**src/design/tet_pkg.sv**
```systemverilog
// package: types and codes for the timed event timeline
`timescale 1ns / 1ps
package tet_pkg;
	localparam int TIME_W = 31;
	localparam int DATA_W = 64;
	localparam int KIND_W = 3;

	typedef enum logic [2:0] {
		MODE_TICK   = 3'd0,
		MODE_INSERT = 3'd1,
		MODE_CLEAR  = 3'd2,
		MODE_PLAY   = 3'd3,
		MODE_PAUSE  = 3'd4,
		MODE_STOP   = 3'd5,
		MODE_SKIP   = 3'd6,
		MODE_NOP    = 3'd7
	} mode_t;

	localparam logic [KIND_W-1:0] KIND_WAIT     = 3'd0;
	localparam logic [KIND_W-1:0] KIND_CAMERA   = 3'd1;
	localparam logic [KIND_W-1:0] KIND_DIALOGUE = 3'd2;
	localparam logic [KIND_W-1:0] KIND_MUSIC    = 3'd3;
	localparam logic [KIND_W-1:0] KIND_EVENT    = 3'd4;
	localparam logic [KIND_W-1:0] KIND_UNKNOWN  = 3'd7;

	typedef struct packed {
		logic [2:0]        mode;
		logic signed [31:0] delta_time;
		logic signed [31:0] event_time;
		logic [2:0]        event_kind;
		logic [63:0]       payload_low;
		logic [63:0]       payload_high;
	} in_item_t;

	typedef struct packed {
		logic              result_type;
		logic [2:0]        fired_kind;
		logic [63:0]       fired_payload_low;
		logic [63:0]       fired_payload_high;
		logic [TIME_W-1:0] fired_time;
		logic              accepted;
		logic              finished;
		logic [TIME_W-1:0] total_duration;
		logic [TIME_W-1:0] now_time;
		logic              playing_flag;
		logic              last;
	} out_item_t;

	typedef struct packed {
		logic [TIME_W-1:0] t;
		logic [KIND_W-1:0] kind;
		logic [DATA_W-1:0] lo;
		logic [DATA_W-1:0] hi;
	} entry_t;

	// per-cell control shared by the row
	typedef struct packed {
		logic              ins;
		logic              shift;
		logic [TIME_W-1:0] t;
	} cell_ctl_t;
endpackage

```
**src/design/tet_cell.sv**
```systemverilog
// cell: one table slot, shifts toward the head or, on insert, takes the new entry or its left neighbour
`timescale 1ns / 1ps
module tet_cell (
	input  logic            clk,
	input  tet_pkg::cell_ctl_t ctl,
	input  logic            valid_in,
	input  tet_pkg::entry_t new_entry,
	input  tet_pkg::entry_t left_entry,
	input  logic            left_gt,
	input  tet_pkg::entry_t right_entry,
	output tet_pkg::entry_t entry,
	output logic            gt
);
	import tet_pkg::*;
	entry_t entry_q;
	logic   my_gt;
	assign my_gt = valid_in && (ctl.t < entry_q.t);
	assign gt = my_gt;
	assign entry = entry_q;
	always_ff @(posedge clk) begin
		if (ctl.shift) begin
			entry_q <= right_entry;
		end else if (ctl.ins) begin
			if (my_gt || !valid_in) begin
				entry_q <= left_gt ? left_entry : new_entry;
			end
		end
	end
endmodule

```
**config.mk**
```make
export PLATFORM = sky130hd
export DESIGN_NAME = tet_cell
export DESIGN_NICKNAME = d
export VERILOG_FILES = /design/src/design/tet_pkg.sv /design/src/design/tet_cell.sv
export SDC_FILE = /design/constraint.sdc
export NUM_CORES = 1
export LEC_CHECK = 0
export BUFFER_PORTS_ARGS = -buffer_cell sky130_fd_sc_hd__buf_2
export CORE_AREA = 2 2 264 266
export DETAILED_ROUTE_END_ITERATION = 10
export DIE_AREA = 0 0 266 268
export PLACE_DENSITY = 0.34
export SYNTH_ARGS = -nofsm -noshare
export SYNTH_HDL_FRONTEND = slang
export SYNTH_SLANG_ARGS = --single-unit
```
**constraint.sdc**
```tcl
create_clock -name clk -period 12.15 [get_ports clk]
set_input_delay 2.43 -clock clk [delete_from_list [all_inputs] [get_ports clk]]
set_output_delay 2.43 -clock clk [all_outputs]
set_load 0.05 [all_outputs]
```
==> insert_results.sql <==
INSERT INTO impl_metrics (metric_group, metric, value, unit) VALUES
('status', 'run_status', 'finished, final reports clean', ''),
('die', 'placementRows', '96', ''),
('yosys', 'netlist_instances', '811', ''),
('timing', 'maxClockFrequency', '147', 'MHz'),
('setup_path', 'worstSetupPathType', 'in2out', ''),
('timing', 'worst_hold_slack', '1.47', 'ns'),
('power', 'net-switching-power', '678', 'uW'),
('yosys', 'syn_area_per_cell', '11.1', 'um2'),
('power', 'irDropWorstVdd', '0.0000768', 'V'),
('yosys', 'yosys.cell_types.count', '32', ''),
('die', 'floorplan_die_height', '268', 'um'),
('yosys', 'synth_async_sr_flop_share', '0', ''),
('setup_path', 'end_kind', 'output pin', ''),
('yosys', 'synth-main-ff-cell', 'edfxtp_1', ''),
('global_route', 'grt_max_degree', '88', ''),
('yosys', 'ys_warn_count', '0', ''),
('yosys', 'post_synth_and_or_nand_nor_area_fraction', '0.0831', ''),
('clock_network', 'clock_buffer_count_from_cts', '17', ''),
('clock_network', 'cts.sink_count', '162', ''),
('setup_path', 'cpPeakStageDelay', '0.44', 'ns'),
('global_route', 'first_global_vias', '8845', ''),
('timing', 'tightest_slew', '0.946', 'ns'),
('timing', 'timing.final.crit_period', '6.80', 'ns'),
('clock_network', 'cts_max_path_buffers', '2', ''),
('setup_path', 'startpoint_type', 'input port', ''),
('setup_path', 'crit_path_frequent_cell', 'buf_2', ''),
('clock_network', 'cts_hold_repair.buffers', '0', ''),
('setup_path', 'crit_buf_inv', '2', ''),
('setup_path', 'worstPathRequired', '9.72', 'ns'),
('yosys', 'synth_mux_area_frac', '0.180', ''),
('clock_network', 'worstSkewPairLatency', '0.46', 'ns'),
('job', 'drv.max_cap_violation_count', '0', ''),
('die', 'dieArea', '71300', 'um2'),
('timing', 'finalSetupViolCount', '0', ''),
('yosys', 'synth_top_family_by_area', 'multiplexers', ''),
('timing', 'final_hold_viol_count', '0', ''),
('clock_network', 'clock-root-buffer', 'clkbuf_16', ''),
('timing', 'fin_worst_skew', '0.0108', 'ns'),
('drt', 'antenna_violating_nets_post_route', '0', ''),
('power', 'power_frac_seq', '0.393', ''),
('finish', 'fillCellCount', '7617', ''),
('global_route', 'grt_total_usage', '0.100', ''),
('power', 'power_dens_cells', '131', 'nW/um2'),
('timing', 'fin_setup_tns', '0', 'ns'),
('placed_design', 'detailed_place_hpwl', '31400', 'um'),
('yosys', 'yosys.area_share.xor_xnor', '0', ''),
('power', 'clock_power_share', '0.296', ''),
('placed_design', 'numPortBuffers', '684', ''),
('yosys', 'flip_flop_and_latch_count_after_synthesis', '162', ''),
('drt', 'postRouteWirelength', '37600', 'um'),
('timing', 'min_period_over_period', '0.560', ''),
('yosys', 'synth-compound-area-share', '0.110', ''),
('timing', 'grt_setup_unrepaired', 'no', ''),
('timing', 'slew_hr', '0.370', ''),
('die', 'coreArea', '68200', 'um2'),
('yosys', 'synthAdderAreaFrac', '0.0416', ''),
('timing', 'final.setup.worst_slack', '5.35', 'ns'),
('timing', 'drv_slew', '0', ''),
('setup_path', 'arrival_time_at_the_worst_endpoint', '4.37', 'ns'),
('hold_path', 'min_path_type', 'reg2reg', ''),
('die', 'chipWidth', '266', 'um'),
('clock_network', 'htree_num_levels', '4', ''),
('clock_network', 'tritoncts', 'yes', ''),
('drt', 'drt-pass1-iter-count', '4', ''),
('yosys', 'synth_enable_flop_cells', '162', ''),
('setup_path', 'worst_path_max_delay_cell', 'a31oi_1', ''),
('clock_network', 'post_cts_resize_count', '0', ''),
('die', 'io_pins', '685', ''),
('global_route', 'grt_antenna_before_repair', '3', ''),
('clock_network', 'clkTransAtPathRegs', '0.07', 'ns'),
('setup_path', 'crit_chain', 'buf_2 > ha_1 > nand4_1 > nor3_2 > nand3_1 > a31oi_1 > nor2_1 > buf_2', '');
-- power groups by stage --
stage               Sequential (mW)  Combinational (mW)  Clock, mW
CTS                           0.721               0.581      0.575
floorplan                     0.975               0.137          0
global route                  0.726               0.610      0.592
global placement              0.733               0.582          0
finish                        0.719               0.568      0.541
detailed placement            0.732               0.581          0
-- Yosys cell counts, types with 2 or more instances --
master | n | area [um2]
a21oi_2 | 2 | 17.5
clkbuf_1 | 24 | 90.1
buf_2 | 12 | 60.1
nand3_1 | 7 | 35.0
nor2_1 | 4 | 15.0
nand2_1 | 163 | 612
buf_1 | 3 | 11.3
buf_4 | 7 | 52.6
mux2i_1 | 162 | 1620
edfxtp_1 | 162 | 4860
a21oi_1 | 8 | 40.0
a21o_1 | 4 | 30.0
o21ai_1 | 82 | 410
buf_6 | 8 | 90.1
nand4_1 | 4 | 25.0
ha_1 | 30 | 375
o21ai_0 | 84 | 420
inv_1 | 31 | 116
-- worst register-to-register path: stages, from the launching register on --
cell and delay, ns:
edfxtp_1 0.40, inv_1 0.07, ha_1 0.25, a21oi_1 0.30
a21oi_2 0.12, a2111oi_4 0.39, nand3_1 0.17, o21ai_4 0.13
buf_4 0.49, buf_4 0.78
-- path summary, 6_finish.rpt --
path / from / endpoint / slack (ns) / depth (start not counted)
worst min register to register: entry[161] / entry[146] / 1.47 / 6
worst max-delay path: ctl[26] / gt / 5.35 / 8
worst min-delay path: entry[161] / entry[146] / 1.47 / 6
worst max register to register: entry[157] / entry[79] / 8.56 / 9
-- layer usage --
layer / part of all wire / wire, um / track usage
met1: 0.37 / 13900 / 0.104
met4: 0.018 / 668 / 0.0352
met2: 0.54 / 20400 / 0.190
met3: 0.069 / 2600 / 0.0307
met5: 0 / 0 / 0
-- cell type report --
cell class | count | area share
multi-input combinational | 564 | 0.269
tap | 882 | 0.0793
antenna | 3 | 0.000539
inverter | 31 | 0.00836
clock inverter | 14 | 0.0102
clock buffer | 18 | 0.0308
timing repair buffer | 693 | 0.252
sequential | 162 | 0.349
-- cells by family after synthesis --
family	after synthesis
AOI/OAI and AO/OA	186
and+or+nand+nor	186
muxes	162
DFF	162
buffers and inverters	85
adders and majority gates	30
-- stage by stage --
| stage | total power [mW] | area, um2 |
|---|---|---|
| floorplan | 1.11 | 9020 |
| global placement | 1.31 | 13300 |
| detailed placement | 1.31 | 13300 |
| CTS | 1.88 | 13900 |
| global route | 1.93 | 13900 |
| finish | 1.83 | 13900 |
-- cell usage in the layout (no fill, tap or decap), types with 2 or more instances in the layout --
cell,count
ha_1,30
buf_8,2
nand3_1,7
buf_2,682
inv_1,31
buf_4,9
nor2_1,4
inv_6,7
diode_2,3
o21ai_0,84
o21ai_1,81
nand2_1,163
edfxtp_1,162
clkbuf_16,17
a21oi_1,8
mux2i_1,162
clkinv_4,3
a21o_1,4
a21oi_2,2
nand4_1,4
Power figures use the tool's default switching activity.
